### config.mk
export PLATFORM = sky130hd
export DESIGN_NAME = pad_serial_command_responder
export DESIGN_NICKNAME = d
export VERILOG_FILES = /design/src/rtl/pscr_pkg.sv /design/src/rtl/pad_serial_command_responder.sv /design/src/rtl/pscr_engine.sv
export VERILOG_INCLUDE_DIRS = /design/src /design/src/rtl
export SDC_FILE = /design/constraint.sdc
export NUM_CORES = 1
export LEC_CHECK = 0
export ABC_CLOCK_PERIOD_IN_PS = 3400
export BUFFER_PORTS_ARGS = -buffer_cell sky130_fd_sc_hd__buf_2
export CAP_MARGIN = 20
export CORE_AREA = 2 2 208 108
export DETAILED_ROUTE_END_ITERATION = 10
export DIE_AREA = 0 0 210 110
export PLACE_DENSITY = 0.69
export SYNTH_ARGS = -nofsm -noshare
export SYNTH_HDL_FRONTEND = slang
export SYNTH_SLANG_ARGS = --single-unit
### constraint.sdc
create_clock -name clock -period 3.4 [get_ports clock]
set_clock_uncertainty 0.15 [all_clocks]
set_input_delay 0.34 -clock clock [delete_from_list [all_inputs] [get_ports clock]]
set_output_delay 0.34 -clock clock [all_outputs]
set_load 0.01 [all_outputs]
### src/rtl/pad_serial_command_responder_macros.svh
// assertion macros of the pad serial command responder rtl
`ifndef PAD_SERIAL_COMMAND_RESPONDER_MACROS_SVH
`define PAD_SERIAL_COMMAND_RESPONDER_MACROS_SVH

`ifndef SYNTHESIS

`define PSCR_ASSERT_HOLDS(name, clk, rst, ante, cons) \
   name: assert property (@(posedge clk) disable iff (rst) (ante) |-> (cons)) \
      else $error("pscr check failed in the same cycle");

`define PSCR_ASSERT_NEXT(name, clk, rst, ante, cons) \
   name: assert property (@(posedge clk) disable iff (rst) (ante) |=> (cons)) \
      else $error("pscr check failed in the following cycle");

`else

`define PSCR_ASSERT_HOLDS(name, clk, rst, ante, cons)

`define PSCR_ASSERT_NEXT(name, clk, rst, ante, cons)

`endif

`endif

### src/rtl/pscr_pkg.sv
// types and constants of the pad serial command responder
package pscr_pkg;

   localparam int REPLY_BYTES = 8;
   localparam int MAP_ENTRIES = 5;

   typedef struct packed {
      logic [1:0]        func;
      logic [7:0]        rx_byte;
      logic [15:0]       button_bits;
      logic signed [7:0] steering;
   } req_type;

   typedef struct packed {
      logic [7:0] tx_byte;
      logic       ack;
      logic       motor_strobe;
      logic [7:0] motor_byte;
      logic       wheel_mode;
      logic       config_active;
   } rsp_type;

   // item functions
   localparam logic [1:0] FUNC_XCHG = 2'd0;
   localparam logic [1:0] FUNC_END  = 2'd1;
   localparam logic [1:0] FUNC_MODE = 2'd2;

   // host bytes
   localparam logic [7:0] BYTE_ATTN     = 8'h01;
   localparam logic [7:0] CMD_POLL      = 8'h42;
   localparam logic [7:0] CMD_CONFIG    = 8'h43;
   localparam logic [7:0] CMD_SET_MODE  = 8'h44;
   localparam logic [7:0] CMD_GET_MODE  = 8'h45;
   localparam logic [7:0] CMD_QUERY_46  = 8'h46;
   localparam logic [7:0] CMD_QUERY_47  = 8'h47;
   localparam logic [7:0] CMD_QUERY_4C  = 8'h4C;
   localparam logic [7:0] CMD_MOTOR_MAP = 8'h4D;

   // reply bytes
   localparam logic [7:0] ID_CONFIG  = 8'hF3;
   localparam logic [7:0] ID_WHEEL   = 8'hE3;
   localparam logic [7:0] ID_DIGITAL = 8'h41;
   localparam logic [7:0] STATUS_OK  = 8'h5A;
   localparam logic [7:0] BYTE_NONE  = 8'hFF;
   localparam logic [7:0] MAP_UNUSED = 8'hFF;
   localparam logic [7:0] Q46_TAIL_0 = 8'h0A;
   localparam logic [7:0] Q46_TAIL_1 = 8'h14;

endpackage

### src/rtl/pad_serial_command_responder.sv
// Device side of a game-pad serial exchange, one host byte per item. An item
// is registered at the input, decoded against the command state in one pass
// and its result registered at the output, so the block takes one item every
// cycle unless a stalled output holds the input register; a result is held in
// the output register until taken. Each side has one register, so an
// item can be taken while the previous result still waits. Items of function 0
// exchange a byte, 1 ends the transfer, 2 presses the mode button (queued while
// a transfer is busy). Replies are 8 bytes in wheel mode and 4 in digital mode;
// motor command bytes come out on motor_strobe and motor_byte.
module pad_serial_command_responder (
   input  logic              clock,
   input  logic              reset,
   input  logic              req_valid,
   output logic              req_stall,
   input  pscr_pkg::req_type req_data,
   output logic              rsp_valid,
   input  logic              rsp_stall,
   output pscr_pkg::rsp_type rsp_data
);

   logic              in_valid_ff, in_valid_in;
   pscr_pkg::req_type in_data_ff;
   logic              out_valid_ff, out_valid_in;
   pscr_pkg::rsp_type out_data_ff;
   pscr_pkg::rsp_type result;
   logic              out_free;
   logic              fire;
   logic              accept;

   // output slot is free when empty or being taken this cycle
   assign out_free = ~out_valid_ff | ~rsp_stall;
   assign fire     = in_valid_ff & out_free;
   assign req_stall = in_valid_ff & ~out_free;
   assign accept   = req_valid & ~req_stall;

   assign in_valid_in  = accept | (in_valid_ff & ~fire);
   assign out_valid_in = fire | (out_valid_ff & rsp_stall);

   pscr_engine u_engine (
      .clock  (clock),
      .reset  (reset),
      .fire   (fire),
      .item   (in_data_ff),
      .result (result)
   );

   always_ff @(posedge clock) begin
      if (reset) begin
         in_valid_ff  <= 1'b0;
         out_valid_ff <= 1'b0;
      end else begin
         in_valid_ff  <= in_valid_in;
         out_valid_ff <= out_valid_in;
      end
   end

   always_ff @(posedge clock) begin
      if (accept) begin
         in_data_ff <= req_data;
      end
      if (fire) begin
         out_data_ff <= result;
      end
   end

   assign rsp_valid = out_valid_ff;
   assign rsp_data  = out_data_ff;

endmodule

### src/rtl/pscr_engine.sv
// command decode, reply buffer and motor map of the pad responder, one item per pass
`include "pad_serial_command_responder_macros.svh"

module pscr_engine (
   input  logic              clock,
   input  logic              reset,
   input  logic              fire,
   input  pscr_pkg::req_type item,
   output pscr_pkg::rsp_type result
);

   typedef enum logic [3:0] {
      ST_IDLE,
      ST_READY,
      ST_POLL,
      ST_SETCFG,
      ST_SETMODE,
      ST_GETMODE,
      ST_Q46,
      ST_Q47,
      ST_Q4C,
      ST_MAP
   } state_type;

   state_type         state_ff, state_in;
   logic [2:0]        step_ff, step_in;
   logic              long_ff, long_in;
   logic [7:0]        buf_ff [pscr_pkg::REPLY_BYTES];
   logic [7:0]        buf_in [pscr_pkg::REPLY_BYTES];
   logic [7:0]        rx_third_ff, rx_third_in;
   logic [7:0]        map_ff [pscr_pkg::MAP_ENTRIES];
   logic [7:0]        map_in [pscr_pkg::MAP_ENTRIES];
   logic              wheel_ff, wheel_in;
   logic              cfg_ff, cfg_in;
   logic signed [7:0] prev_steer_ff, prev_steer_in;
   logic [3:0]        nibble_ff, nibble_in;
   logic              pending_ff, pending_in;

   logic              emit;
   logic              start;
   logic              do_poll;
   logic [5:0][7:0]   tail;
   logic [7:0]        id_byte;
   logic [2:0]        map_idx;
   logic              in_map;
   logic [7:0]        map_sel;
   logic              any_zero;
   logic [1:0]        rot;
   logic              wrap;
   logic [7:0]        tx;
   logic              ack;
   logic              strobe;
   logic [7:0]        motor;

   assign map_idx = step_ff - 3'd2;
   assign in_map  = (step_ff >= 3'd2) && (step_ff <= 3'd6);
   assign id_byte = cfg_ff ? pscr_pkg::ID_CONFIG :
                    (wheel_ff ? pscr_pkg::ID_WHEEL : pscr_pkg::ID_DIGITAL);

   always_comb begin
      map_sel  = '0;
      any_zero = 1'b0;
      for (int i = 0; i < pscr_pkg::MAP_ENTRIES; i++) begin
         if (map_idx == 3'(i)) begin
            map_sel = map_ff[i];
         end
         if (map_ff[i] == 8'h00) begin
            any_zero = 1'b1;
         end
      end
   end

   always_comb begin
      if (item.steering > prev_steer_ff) begin
         rot = 2'd1;
      end else if (item.steering < prev_steer_ff) begin
         rot = 2'd2;
      end else begin
         rot = 2'd0;
      end
   end

   always_comb begin
      state_in      = state_ff;
      step_in       = step_ff;
      long_in       = long_ff;
      buf_in        = buf_ff;
      rx_third_in   = rx_third_ff;
      map_in        = map_ff;
      wheel_in      = wheel_ff;
      cfg_in        = cfg_ff;
      prev_steer_in = prev_steer_ff;
      nibble_in     = nibble_ff;
      pending_in    = pending_ff;
      emit          = 1'b0;
      start         = 1'b0;
      do_poll       = 1'b0;
      tail          = '0;
      wrap          = 1'b0;
      tx            = pscr_pkg::BYTE_NONE;
      ack           = 1'b0;
      strobe        = 1'b0;
      motor         = 8'h00;

      if (fire) begin
         case (item.func)
            pscr_pkg::FUNC_END: begin
               if (pending_ff) begin
                  wheel_in   = ~wheel_ff;
                  cfg_in     = cfg_ff & ~wheel_ff;
                  pending_in = 1'b0;
               end
               state_in = ST_IDLE;
               step_in  = 3'd0;
            end
            pscr_pkg::FUNC_MODE: begin
               if (state_ff == ST_IDLE) begin
                  wheel_in = ~wheel_ff;
                  cfg_in   = cfg_ff & ~wheel_ff;
               end else begin
                  pending_in = 1'b1;
               end
            end
            pscr_pkg::FUNC_XCHG: begin
               if (step_ff == 3'd2) begin
                  rx_third_in = item.rx_byte;
               end
               emit = 1'b1;
               case (state_ff)
                  ST_IDLE: begin
                     emit = 1'b0;
                     if (item.rx_byte == pscr_pkg::BYTE_ATTN) begin
                        state_in    = ST_READY;
                        rx_third_in = 8'h00;
                        ack         = 1'b1;
                        for (int i = 0; i < pscr_pkg::REPLY_BYTES; i++) begin
                           buf_in[i] = 8'h00;
                        end
                     end
                  end
                  ST_READY: begin
                     case (item.rx_byte)
                        pscr_pkg::CMD_POLL: begin
                           start    = 1'b1;
                           do_poll  = 1'b1;
                           state_in = ST_POLL;
                        end
                        pscr_pkg::CMD_CONFIG: begin
                           if (wheel_ff) begin
                              start    = 1'b1;
                              do_poll  = 1'b1;
                              state_in = ST_SETCFG;
                           end
                        end
                        pscr_pkg::CMD_SET_MODE: begin
                           if (cfg_ff) begin
                              start     = 1'b1;
                              state_in  = ST_SETMODE;
                              strobe    = 1'b1;
                              nibble_in = 4'd0;
                              for (int i = 0; i < pscr_pkg::MAP_ENTRIES; i++) begin
                                 map_in[i] = pscr_pkg::MAP_UNUSED;
                              end
                           end
                        end
                        pscr_pkg::CMD_GET_MODE: begin
                           if (cfg_ff) begin
                              start    = 1'b1;
                              state_in = ST_GETMODE;
                              tail     = {8'h00, 8'h01, 8'h01, {7'd0, wheel_ff}, 8'h02, 8'h01};
                           end
                        end
                        pscr_pkg::CMD_QUERY_46: begin
                           if (cfg_ff) begin
                              start    = 1'b1;
                              state_in = ST_Q46;
                           end
                        end
                        pscr_pkg::CMD_QUERY_47: begin
                           if (cfg_ff) begin
                              start    = 1'b1;
                              state_in = ST_Q47;
                              tail     = {8'h00, 8'h01, 8'h00, 8'h02, 8'h00, 8'h00};
                           end
                        end
                        pscr_pkg::CMD_QUERY_4C: begin
                           if (cfg_ff) begin
                              start    = 1'b1;
                              state_in = ST_Q4C;
                           end
                        end
                        pscr_pkg::CMD_MOTOR_MAP: begin
                           if (cfg_ff) begin
                              start    = 1'b1;
                              state_in = ST_MAP;
                           end
                        end
                        default: begin
                        end
                     endcase
                     if (start) begin
                        long_in   = wheel_ff;
                        buf_in[0] = id_byte;
                        buf_in[1] = pscr_pkg::STATUS_OK;
                        for (int i = 0; i < 6; i++) begin
                           buf_in[i + 2] = tail[i];
                        end
                        if (do_poll) begin
                           buf_in[2]     = item.button_bits[7:0];
                           buf_in[3]     = item.button_bits[15:8];
                           buf_in[4]     = item.steering;
                           buf_in[5]     = {8{item.steering[7]}};
                           buf_in[6]     = {nibble_ff, 2'b00, rot};
                           prev_steer_in = item.steering;
                        end
                     end else begin
                        // unknown or refused command: keep waiting for one
                        emit = 1'b0;
                     end
                  end
                  ST_POLL: begin
                     if (in_map && (map_sel == 8'h00)) begin
                        strobe    = 1'b1;
                        motor     = item.rx_byte;
                        nibble_in = item.rx_byte[7:4];
                     end
                  end
                  ST_SETMODE: begin
                     if ((step_ff == 3'd2) && (item.rx_byte[7:1] == 7'd0)) begin
                        wheel_in = item.rx_byte[0];
                        cfg_in   = cfg_ff & item.rx_byte[0];
                     end
                  end
                  ST_SETCFG: begin
                     // uses the third host byte, which may arrive in this very item
                     cfg_in = (rx_third_in == 8'h01) && wheel_ff;
                  end
                  ST_MAP: begin
                     if (in_map) begin
                        buf_in[step_ff] = map_sel;
                        for (int i = 0; i < pscr_pkg::MAP_ENTRIES; i++) begin
                           if (map_idx == 3'(i)) begin
                              map_in[i] = item.rx_byte;
                           end
                        end
                     end else if (!any_zero) begin
                        strobe    = 1'b1;
                        nibble_in = 4'd0;
                     end
                  end
                  ST_Q46: begin
                     if (step_ff == 3'd2) begin
                        if (item.rx_byte == 8'h00) begin
                           buf_in[4] = 8'h01;
                           buf_in[5] = 8'h02;
                           buf_in[6] = 8'h00;
                           buf_in[7] = pscr_pkg::Q46_TAIL_0;
                        end else if (item.rx_byte == 8'h01) begin
                           buf_in[4] = 8'h01;
                           buf_in[5] = 8'h01;
                           buf_in[6] = 8'h01;
                           buf_in[7] = pscr_pkg::Q46_TAIL_1;
                        end
                     end
                  end
                  ST_Q47: begin
                     if ((step_ff == 3'd2) && (item.rx_byte != 8'h00)) begin
                        buf_in[4] = 8'h00;
                        buf_in[5] = 8'h00;
                        buf_in[6] = 8'h00;
                        buf_in[7] = 8'h00;
                     end
                  end
                  ST_Q4C: begin
                     if (step_ff == 3'd2) begin
                        if (item.rx_byte == 8'h00) begin
                           buf_in[5] = 8'h04;
                        end else if (item.rx_byte == 8'h01) begin
                           buf_in[4] = 8'h03;
                        end
                     end
                  end
                  default: begin
                  end
               endcase
               if (emit) begin
                  tx      = buf_in[step_ff];
                  wrap    = long_in ? (step_ff == 3'd7) : (step_ff == 3'd3);
                  step_in = wrap ? 3'd0 : step_ff + 3'd1;
                  ack     = ~wrap;
                  if (wrap) begin
                     state_in = ST_IDLE;
                  end
               end
            end
            default: begin
            end
         endcase
      end
   end

   assign result.tx_byte       = tx;
   assign result.ack           = ack;
   assign result.motor_strobe  = strobe;
   assign result.motor_byte    = motor;
   assign result.wheel_mode    = wheel_in;
   assign result.config_active = cfg_in;

   always_ff @(posedge clock) begin
      if (reset) begin
         state_ff      <= ST_IDLE;
         step_ff       <= 3'd0;
         long_ff       <= 1'b1;
         rx_third_ff   <= 8'h00;
         wheel_ff      <= 1'b1;
         cfg_ff        <= 1'b0;
         prev_steer_ff <= 8'sd0;
         nibble_ff     <= 4'd0;
         pending_ff    <= 1'b0;
         for (int i = 0; i < pscr_pkg::REPLY_BYTES; i++) begin
            buf_ff[i] <= 8'h00;
         end
         for (int i = 0; i < pscr_pkg::MAP_ENTRIES; i++) begin
            map_ff[i] <= pscr_pkg::MAP_UNUSED;
         end
      end else begin
         state_ff      <= state_in;
         step_ff       <= step_in;
         long_ff       <= long_in;
         rx_third_ff   <= rx_third_in;
         wheel_ff      <= wheel_in;
         cfg_ff        <= cfg_in;
         prev_steer_ff <= prev_steer_in;
         nibble_ff     <= nibble_in;
         pending_ff    <= pending_in;
         buf_ff        <= buf_in;
         map_ff        <= map_in;
      end
   end

   `PSCR_ASSERT_HOLDS(a_cfg_needs_wheel, clock, reset, cfg_ff, wheel_ff)
   `PSCR_ASSERT_HOLDS(a_step_only_in_reply, clock, reset, step_ff != 3'd0, state_ff != ST_IDLE && state_ff != ST_READY)
   `PSCR_ASSERT_HOLDS(a_short_reply_steps, clock, reset, !long_ff, step_ff[2] == 1'b0)
   `PSCR_ASSERT_NEXT(a_end_returns_idle, clock, reset, fire && item.func == pscr_pkg::FUNC_END, state_ff == ST_IDLE && step_ff == 3'd0 && !pending_ff)

endmodule
== Word-level counts from Yosys, hierarchy flattened ==
Cells that the tools add are included.
Storage, ports and cells
  bits in registers: 191
  logic and storage cells: 257
Cells by class
  add/sub/neg operators: 2
  order comparisons: 6
  equality and inequality tests: 40
  muxes and demuxes: 121
  bitwise gates (word level): 18
  reduce and logical (&&, ||, !) cells: 36
Operator list (number)
  32-bit 2-to-1 mux: 6
  64-bit 2-to-1 mux: 3
  8-bit 2-to-1 mux: 23
  40-bit 2-to-1 mux: 4
  16-bit one-hot mux with 6 select lines: 1
  32-bit one-hot mux with 3 select lines: 1
  48-bit one-hot mux with 2 select lines: 1
  16-bit 2-to-1 mux: 5
  16-bit one-hot mux with 5 select lines: 1
  40-bit one-hot mux with 2 select lines: 1
  33-bit 2-to-1 mux: 2
  64-bit bitwise mux: 1
  8-bit by 7-bit == test with 1-bit output, second input constant: 8
  4-bit 2-to-1 mux: 15
  8-bit logical NOT: 7
  1-bit 2-to-1 mux: 38
  7-bit AND reduction: 5
  4-bit one-hot mux with 8 select lines: 1
  8-bit binary-select mux with 3-bit select: 1
  8-bit demux with 3-bit select: 1
  2-bit by 1-bit inequality test with 1-bit output, second input constant: 9
  8-bit by 1-bit == test with 1-bit output, second input constant: 2
  4-bit one-hot mux with 2 select lines: 2
  3-bit by 2-bit == test with 1-bit output, second input constant: 4
  40 further kinds: 81

== Logic depth before layout (Yosys ltp) ==
Gate-level depths: netlist of run 1.
  word-level depth: 15
  depth in mapped cells: 13
  depth with buffers taken out: 9

== Hierarchy ==
A second synthesis of run 1 with hierarchy kept.
Second synthesis, totals
  cell total of the unflattened synthesis: 1257
  area total of the unflattened synthesis: 10382.5 sq um
By module, submodules not included
  pscr_engine: times used 1, cells an instance 1193, area each 8674.6 sq um
  pad_serial_command_responder: times used 1, cells an instance 64, area each 1707.9 sq um

== Worst setup path after synthesis of run 1 ==
Ideal clock, no wire load.
  path kind: flip-flop to flip-flop
  start point: register u_engine.step_ff[1]
  end point: register out_data_ff, in the netlist rsp_data[12], data pin
  arrival: 3.235 ns
  data required time: 2.978 ns
  path slack: -0.256 ns
  stages on the path, launching flop included: 13
  path buffers: 4
  clock period less this slack: 3.656 ns
  cell sequence: dfxtp_1 -> clkbuf_1 -> inv_1 -> clkbuf_1 -> ha_1 -> clkbuf_1 -> o21ai_0 -> or2_2 -> clkbuf_1 -> a2111o_1 -> a211oi_1 -> nor4_1 -> or4_1
Between the ends
  longest elaborated chain between the ends: 15
  elaborated cells on any way between the ends: 39
  classes of those cells: 1 x add/sub; 4 x order compare; 5 x eq/ne; 24 x mux; 1 x bitwise; 4 x reduce/logical
RTL lines
  start, declared: RTL line pscr_engine.sv:26  | logic [2:0] step_ff, step_in;
  start signal, assigned: RTL line pscr_engine.sv:328  | step_ff <= step_in;
  3-bit by 2-bit subtractor with 3-bit output: RTL line pscr_engine.sv:55  | assign map_idx = step_ff - 3'd2;
  3-bit logical NOT: RTL line pscr_engine.sv:64  | if (map_idx == 3'(i)) begin
  8-bit 2-to-1 mux (5 in a row): RTL line pscr_engine.sv:64
  64-bit bitwise mux: RTL line pscr_engine.sv:240  | buf_in[step_ff] = map_sel;
  64-bit 2-to-1 mux: RTL line pscr_engine.sv:239  | if (in_map) begin
  16-bit one-hot mux with 6 select lines (tied with other cells): RTL line pscr_engine.sv:129  | case (state_ff)
  16-bit 2-to-1 mux or 32-bit 2-to-1 mux (tied branches): RTL line pscr_engine.sv:106  | case (item.func)
  16-bit 2-to-1 mux or 32-bit 2-to-1 mux (tied branches): RTL line pscr_engine.sv:105  | if (fire) begin
  8-bit binary-select mux with 3-bit select (*): RTL line pscr_engine.sv:287  | tx = buf_in[step_ff];
  8-bit 2-to-1 mux (implied by the code) (*) (2 in a row): RTL line pscr_engine.sv:287
  end signal, assigned: RTL line pad_serial_command_responder.sv:62  | out_data_ff <= result;
  end, declared: RTL line pad_serial_command_responder.sv:24  | pscr_pkg::rsp_type out_data_ff;
Mark *: on every way between the ends. The rest lies on a longest branch, timed or not. The select of a mux whose other input is x is not followed.
A chain may end at the register's enable or synchronous reset.

== Final worst setup path of run 1 ==
  start point: register in_data_ff[29] (netlist name)
  end point: register out_data_ff, in the netlist rsp_data[12], data pin
Between the ends
  longest elaborated chain between the ends: 13
  elaborated cells on any way between the ends: 50
  classes of those cells: 9 x eq/ne; 36 x mux; 5 x reduce/logical
RTL lines
  start, declared: RTL line pad_serial_command_responder.sv:22  | pscr_pkg::req_type in_data_ff;
  start signal, assigned: RTL line pad_serial_command_responder.sv:59  | in_data_ff <= req_data;
  8-bit by 7-bit == test with 1-bit output: RTL line pscr_engine.sv:142  | case (item.rx_byte)
  6-bit OR reduction (no line) or 1-bit one-hot mux with 2 select lines (tied branches)
  1-bit one-hot mux with 3 select lines or 1-bit 2-to-1 mux (tied branches): RTL line pscr_engine.sv:142, pscr_engine.sv:129
  1-bit 2-to-1 mux (on tied branches): RTL line pscr_engine.sv:129, pscr_engine.sv:106
  1-bit 2-to-1 mux (on tied branches): RTL line pscr_engine.sv:106, pscr_engine.sv:105
  1-bit 2-to-1 mux or 40-bit 2-to-1 mux (tied branches): RTL line pscr_engine.sv:105, pscr_engine.sv:208
  64-bit 2-to-1 mux: RTL line pscr_engine.sv:201  | if (start) begin
  16-bit one-hot mux with 6 select lines (tied with other cells): RTL line pscr_engine.sv:129
  16-bit 2-to-1 mux or 32-bit 2-to-1 mux (tied branches): RTL line pscr_engine.sv:106
  16-bit 2-to-1 mux or 32-bit 2-to-1 mux (tied branches): RTL line pscr_engine.sv:105
  8-bit binary-select mux with 3-bit select: RTL line pscr_engine.sv:287
  8-bit 2-to-1 mux (implied by the code) (2 in a row): RTL line pscr_engine.sv:287
Parallel ways exist; a longest one is shown, timed or not. The select of a mux whose other input is x is not followed.

==> results of run 1 <==
-- what timing repair did --
action	CTS	global route
buffers inserted	1	6
resized for setup	7	37
hold buffers	36	0
pin swaps	0	8
endpoints found under the setup margin	15	27
endpoints found under the hold margin	36	0
-- stage by stage --
step	cell area (um2)	TNS [ns]	total power, mW	worst slack [ns]	hold WS, ns
floorplan	10600	0	2.58	0.0145	0.271
global placement	12700	-0.512	2.73	-0.217	0.296
detailed placement	12700	-1.43	2.73	-0.253	0.291
CTS	13700	0	4.86	0.0200	0.213
global route	13900	-0.0160	4.98	-0.0160	0.238
finish	13900	0	4.88	0.0193	0.223
-- layer usage --
metal | track usage | wire [um]
met3 | 0.288 | 9780
met4 | 0.0795 | 614
met5 | 0.0797 | 313
met2 | 0.488 | 16200
met1 | 0.603 | 21300
-- final cells by class --
type | instances | area share
inverters | 32 | 0.00863
diodes | 1 | 0.000180
clock buffers | 18 | 0.0308
repair buffers | 336 | 0.183
multi-input cells | 898 | 0.426
clock inverters | 14 | 0.0126
well taps | 280 | 0.0252
flip-flops and latches | 191 | 0.314
-- placed cells by master, fill, tap and decap left out, types with 15 or more instances in the layout --
cell / instances
clkbuf_16: 17
dlygate4sd3_1: 36
and2_1: 15
nand2_1: 82
buf_4: 235
inv_1: 28
nand3_1: 20
o211ai_1: 16
nor4_1: 18
dfxtp_1: 135
nor3_1: 31
buf_2: 58
a211o_1: 54
a211oi_1: 19
a22oi_1: 30
a22o_1: 16
nand2b_1: 18
nor2_1: 145
a21oi_1: 77
edfxtp_1: 54
nor2b_1: 37
o21ai_0: 43
a31oi_1: 17
-- kinds of logic (layout without fill, tap and decap cells) --
logic type	count (synthesis)	after routing	share of synthesized area
AOI/OAI and AO/OA	412	412	0.287
other	0	1	0
buffers and inverters	122	400	0.0470
and+or+nand+nor	460	460	0.227
adders and majority gates	16	16	0.0189
DFF	191	191	0.411
muxes	9	9	0.00849
xor gates and xnor gates	1	1	0.000825
-- worst max-delay path: stages, from the launching register on --
cell	delay, ns
edfxtp_1	0.37
buf_4	0.17
buf_4	0.18
or3_1	0.45
buf_4	0.18
nor3_2	0.28
a311oi_1	0.18
buf_4	0.19
o211ai_1	0.11
buf_4	0.20
nor3b_2	0.06
buf_4	0.15
a311oi_1	0.38
or4_1	0.18
-- path summary, 6_finish.rpt --
| path | start | to | slack [ns] |
|---|---|---|---|
| max | in_data_ff[29]$_DFFE_PP_ | rsp_data[12]$_SDFFCE_PN1P_ | 0.02 |
| min | reset | u_engine.buf_ff[29]$_SDFFE_PP0P_ | 0.22 |
| max reg2reg | in_data_ff[29]$_DFFE_PP_ | rsp_data[12]$_SDFFCE_PN1P_ | 0.02 |
| min reg2reg | u_engine.buf_ff[48]$_SDFFE_PP0P_ | u_engine.buf_ff[48]$_SDFFE_PP0P_ | 0.32 |
-- power groups by stage --
stage                     Sequential (mW)  Combinational, mW  Clock (mW)
final                                2.41              0.329        2.14
after CTS                            2.41              0.305        2.14
after global placement               2.46              0.271           0
after detailed placement             2.46              0.272           0
after global routing                 2.41              0.345        2.22
after floorplan                      2.45              0.127           0
-- registers in the layout, summed over array words and instances, names as in the netlist --
signal / count
u_engine.state_ff: 4
rsp_data: 20
in_data_ff: 34
rsp_valid: 1
u_engine.cfg_ff: 1
u_engine.long_ff: 1
u_engine.prev_steer_ff: 8
u_engine.map_ff: 40
u_engine.step_ff: 3
u_engine.wheel_ff: 1
u_engine.rx_third_ff: 8
u_engine.buf_ff: 64
u_engine.nibble_ff: 4
in_valid_ff: 1
u_engine.pending_ff: 1
==> flow_metrics.py, run 1 <==
metrics = {
    "synthesis": {
        "synth_seq_area_share": 0.411,
        "syn_inst": 1211,
        "syn_avg_cell_area_um2": 8.77,
        "synth_area_um2": 10600,
        "async_flop_share": 0,
        "ys_types": 96,
        "ys_top_cells_by_count": "147 x nor2_1, 137 x dfxtp_1, 83 x nand2_1",
        "synth_edf_count": 54,
        "yosysTopAreaCellShare": 0.258,
        "syn-num-nets": 1265,
        "netlist_top_cells_area": "dfxtp_1 26%, edfxtp_1 15%, nor2_1 5.2%, a211o_1 4.5%, a21oi_1 3.7%",
        "synth_most_common_cell": "nor2_1",
        "ys.flop_type": "dfxtp_1",
        "synth-warning-count": 0,
        "synth-seq-cells": 191,
        "yosysTopAreaCell": "dfxtp_1",
    },
    "floorplan": {
        "ioPinCount": 60,
        "die_h_um": 110,
        "start_util": 0.499,
        "fp.dieArea_um2": 23100,
        "die_w_um": 210,
        "coreArea_um2": 21300,
        "rows": 38,
    },
    "finish": {
        "drive_gt1_frac": 0.270,
        "multiInputGateArea_um2": 5930,
        "register_area_um2": 4370,
        "fin_cells": 1770,
        "fill_cells": 1813,
        "final_core_util": 0.655,
        "nNetsFinal": 1530,
        "area_delta_synth_final_pct": 31.1,
    },
    "grt": {
        "grt_pass1_vias": 10517,
        "grt_max_degree": 73,
        "grt_first_pass_wirelength_um": 69400,
        "grt_use_total": 0.421,
        "antenna_found_initial": 1,
        "overflow": 0,
    },
    "sta": {
        "finalCritPeriodShare": 0.994,
        "relSlewSlack": 0.353,
        "finalHoldViolCount": 0,
        "clock.fmax_mhz": 296,
        "finalSetupViolCount": 0,
        "fin_crit_ns": 3.38,
        "drv_slew": 0,
        "worstMarginPinSlew_ns": 0.947,
    },
    "clock_tree": {
        "cts_buffer_depth": 2,
        "clkLatencyLatePin_ns": 0.48,
        "root_buffer": "clkbuf_16",
        "cts_tree": "yes",
        "cts_made_buffers": 17,
        "htreeDepth": 4,
        "cts_sinks": 191,
        "clkSlewWorstSetupHoldPaths_ns": 0.08,
    },
    "run": {
        "maxCapViolCount": 0,
    },
    "power_and_ir_drop": {
        "p_leak_nw": 5.18,
        "p_int_mw": 3.63,
        "ir_drop_uv": 417,
        "swShare": 0.255,
        "power_frac_comb": 0.067,
        "powerDensity_nw_per_um2": 350,
        "seqPwrFrac": 0.494,
        "pwr-share-clk": 0.438,
        "p_sw_mw": 1.24,
    },
    "place": {
        "post-dp-hpwl_um": 36400,
        "gp_congestion": 1.12,
        "placed_cells": 1694,
        "port-buffer-count": 59,
    },
    "drt": {
        "ant_nets": 0,
        "wl_per_cell_um": 27.2,
        "vias": 11720,
        "wl_um": 48200,
        "drc": 0,
        "drtIter0Drc": 1846,
        "detail_route.vias_per_cell": 6.62,
        "first_pass_iters": 7,
    },
    "min_path": {
        "whs_path_depth": 2,
        "hp-class": "input pin to register",
    },
    "run_status": {
        "status": "finished, final reports clean",
    },
    "worst_setup_path": {
        "critPathKind": "register to register",
        "arrival_ns": 3.57,
        "cp-start-kind": "register",
        "worstPathRequired_ns": 3.59,
        "reg2reg_depth": 13,
        "worstPathMaxFanout": 5,
        "endpoint_kind": "register",
    },
}
Note: power is estimated with default switching activity, not from simulation.
==> run 2: changes to the inputs <==
Settings changed: CELL_PAD_IN_SITES_DETAIL_PLACEMENT set to 1, CELL_PAD_IN_SITES_GLOBAL_PLACEMENT set to 1, CORE_AREA 2 2 208 108 to 2 2 226 117, DIE_AREA 0 0 210 110 to 0 0 228 119, PLACE_DENSITY 0.69 to 0.75.
==> flow_metrics.py, run 2 (synthesized netlist as in run 1, its figures left out) <==
metrics = {
    "worst_setup_path": {
        "reg2reg_to": "rsp_data[12]$_SDFFCE_PN1P_",
        "worstPathMaxFanout": 10,
        "r2r_setup_slack_ns": -0.02,
        "r2r-start": "in_data_ff[24]$_DFFE_PP_",
        "critPathKind": "register to register",
        "endpoint_kind": "register",
        "worstPathRequired_ns": 3.45,
        "cp-start-kind": "register",
        "reg2reg_depth": 8,
        "arrival_ns": 3.47,
    },
    "floorplan": {
        "ioPinCount": 60,
        "fp.dieArea_um2": 27100,
        "coreArea_um2": 25500,
        "die_w_um": 228,
        "die_h_um": 119,
        "rows": 42,
        "start_util": 0.416,
    },
    "sta": {
        "fin_crit_ns": 3.42,
        "finalSetupViolCount": 1,
        "timing.setup.tns_ns": -0.0178,
        "relSlewSlack": 0.294,
        "clock.fmax_mhz": 293,
        "worstMarginPinSlew_ns": 1.06,
        "rsz0062_at_grt": "yes",
        "fin_ws_ns": -0.0178,
        "drv_slew": 0,
        "finalCritPeriodShare": 1.01,
        "finalHoldViolCount": 0,
    },
    "finish": {
        "fill_cells": 2972,
        "fin_cells": 1821,
        "largest_reg_flops": 64,
        "area_delta_synth_final_pct": 31.1,
        "top_register": "u_engine.buf_ff",
        "final_cell_mix": "210 x buf_4, 144 x nor2_1, 136 x dfxtp_1",
        "final_common_cell": "buf_4",
        "drive_gt1_frac": 0.263,
        "nNetsFinal": 1510,
        "top_regs": "u_engine.buf_ff: 64 flops, u_engine.map_ff: 40 flops, in_data_ff: 34 flops",
        "antenna_cells": 0,
    },
    "power_and_ir_drop": {
        "ir_drop_uv": 334,
        "power_mw": 4.83,
        "p_leak_nw": 5.08,
        "powerDensity_nw_per_um2": 347,
    },
    "place": {
        "placed_cells": 1746,
        "port-buffer-count": 59,
        "post-dp-hpwl_um": 39600,
        "gp_congestion": 1.03,
    },
    "run_status": {
        "violations": "setup timing",
        "status": "finished with violations",
    },
    "grt": {
        "grt_first_pass_wirelength_um": 78000,
        "grt_pass1_vias": 11582,
        "grt_max_degree": 52,
        "grt_use_total": 0.390,
        "antenna_found_initial": 1,
        "overflow": 0,
    },
    "clock_tree": {
        "clkSlewWorstSetupHoldPaths_ns": 0.08,
        "htreeDepth": 4,
        "cts_made_buffers": 17,
        "cts_tree": "yes",
        "clkLatencyLatePin_ns": 0.47,
        "cts_buffer_depth": 2,
        "cts_sinks": 191,
        "root_buffer": "clkbuf_16",
    },
    "drt": {
        "first_pass_iters": 6,
        "ant_nets": 0,
        "wl_um": 53000,
        "drc": 0,
        "vias": 11922,
        "wl_per_cell_um": 29.1,
        "drtIter0Drc": 1730,
        "detail_route.vias_per_cell": 6.55,
    },
    "min_path": {
        "worst_hold_path.endpoint": "rsp_valid$_SDFF_PP0_",
        "hp-start": "rsp_stall",
        "hp-class": "input pin to register",
        "whs_path_depth": 3,
    },
    "run": {
        "maxCapViolCount": 0,
    },
}
run 2: report_power, final:
| group | switching, mW | internal, mW |
|---|---|---|
| Clock | 1.04 | 1.04 |
| Combinational | 0.207 | 0.127 |
| Sequential | 0.0367 | 2.38 |
| Total | 1.29 | 3.54 |
run 2: cell type report:
type | instances | area [um2] | share of cell area
clock buffer | 18 | 429 | 0.0308
clock inverter | 14 | 151 | 0.0109
inverter | 32 | 120 | 0.00863
multi-input combinational | 898 | 5970 | 0.429
sequential | 191 | 4370 | 0.314
tap | 352 | 440 | 0.0316
timing repair buffer | 316 | 2440 | 0.175
run 2: worst max-delay path by stage:
stage	from	to	slack, ns	cells past startpoint
after floorplan	u_engine.step_ff[1]$_SDFFE_PP0P_	rsp_data[12]$_SDFFCE_PN1P_	0.01	13
after global placement	u_engine.step_ff[1]$_SDFFE_PP0P_	rsp_data[16]$_SDFFCE_PN1P_	-0.43	11
after detailed placement	u_engine.step_ff[1]$_SDFFE_PP0P_	rsp_data[16]$_SDFFCE_PN1P_	-0.62	11
after CTS	in_data_ff[24]$_DFFE_PP_	rsp_data[16]$_SDFFCE_PN1P_	-0.02	10
after global routing	u_engine.step_ff[1]$_SDFFE_PP0P_	rsp_data[10]$_SDFFCE_PN0P_	-0.05	11
final	in_data_ff[24]$_DFFE_PP_	rsp_data[12]$_SDFFCE_PN1P_	-0.02	8
run 2: what timing repair did:
action,4_1_cts,5_1_grt
setup buffers,2,6
hold endpoints to repair,35,0
setup endpoints to repair,19,37
hold buffers,35,0
resized for setup,18,36
pin swaps,3,9
gates cloned,0,0
run 2: layer usage:
metal | routed length [um] | global-route usage
met5 | 49 | 0
met4 | 904 | 0.0760
met3 | 8430 | 0.201
met2 | 19600 | 0.499
met1 | 24000 | 0.570
run 2: worst max-delay path: stages (launching register included):
cell and delay (ns):
edfxtp_1 0.55, buf_4 0.33, nor2b_2 0.28, a21oi_1 0.19, a211o_1 0.37, o41ai_2 0.42
nor3b_1 0.27, a311oi_1 0.08, or4_1 0.51
run 2: metrics by stage:
step,setup WS (ns),hold slack [ns],area [um2],utilization
after global routing,-0.0547,0.0494,13900,0.545
final,-0.0178,0.0384,13900,0.545
after floorplan,0.0145,0.271,10600,-
after global placement,-0.434,0.290,12700,0.498
after CTS,-0.0200,0.0353,13700,0.537
after detailed placement,-0.623,0.288,12700,0.498
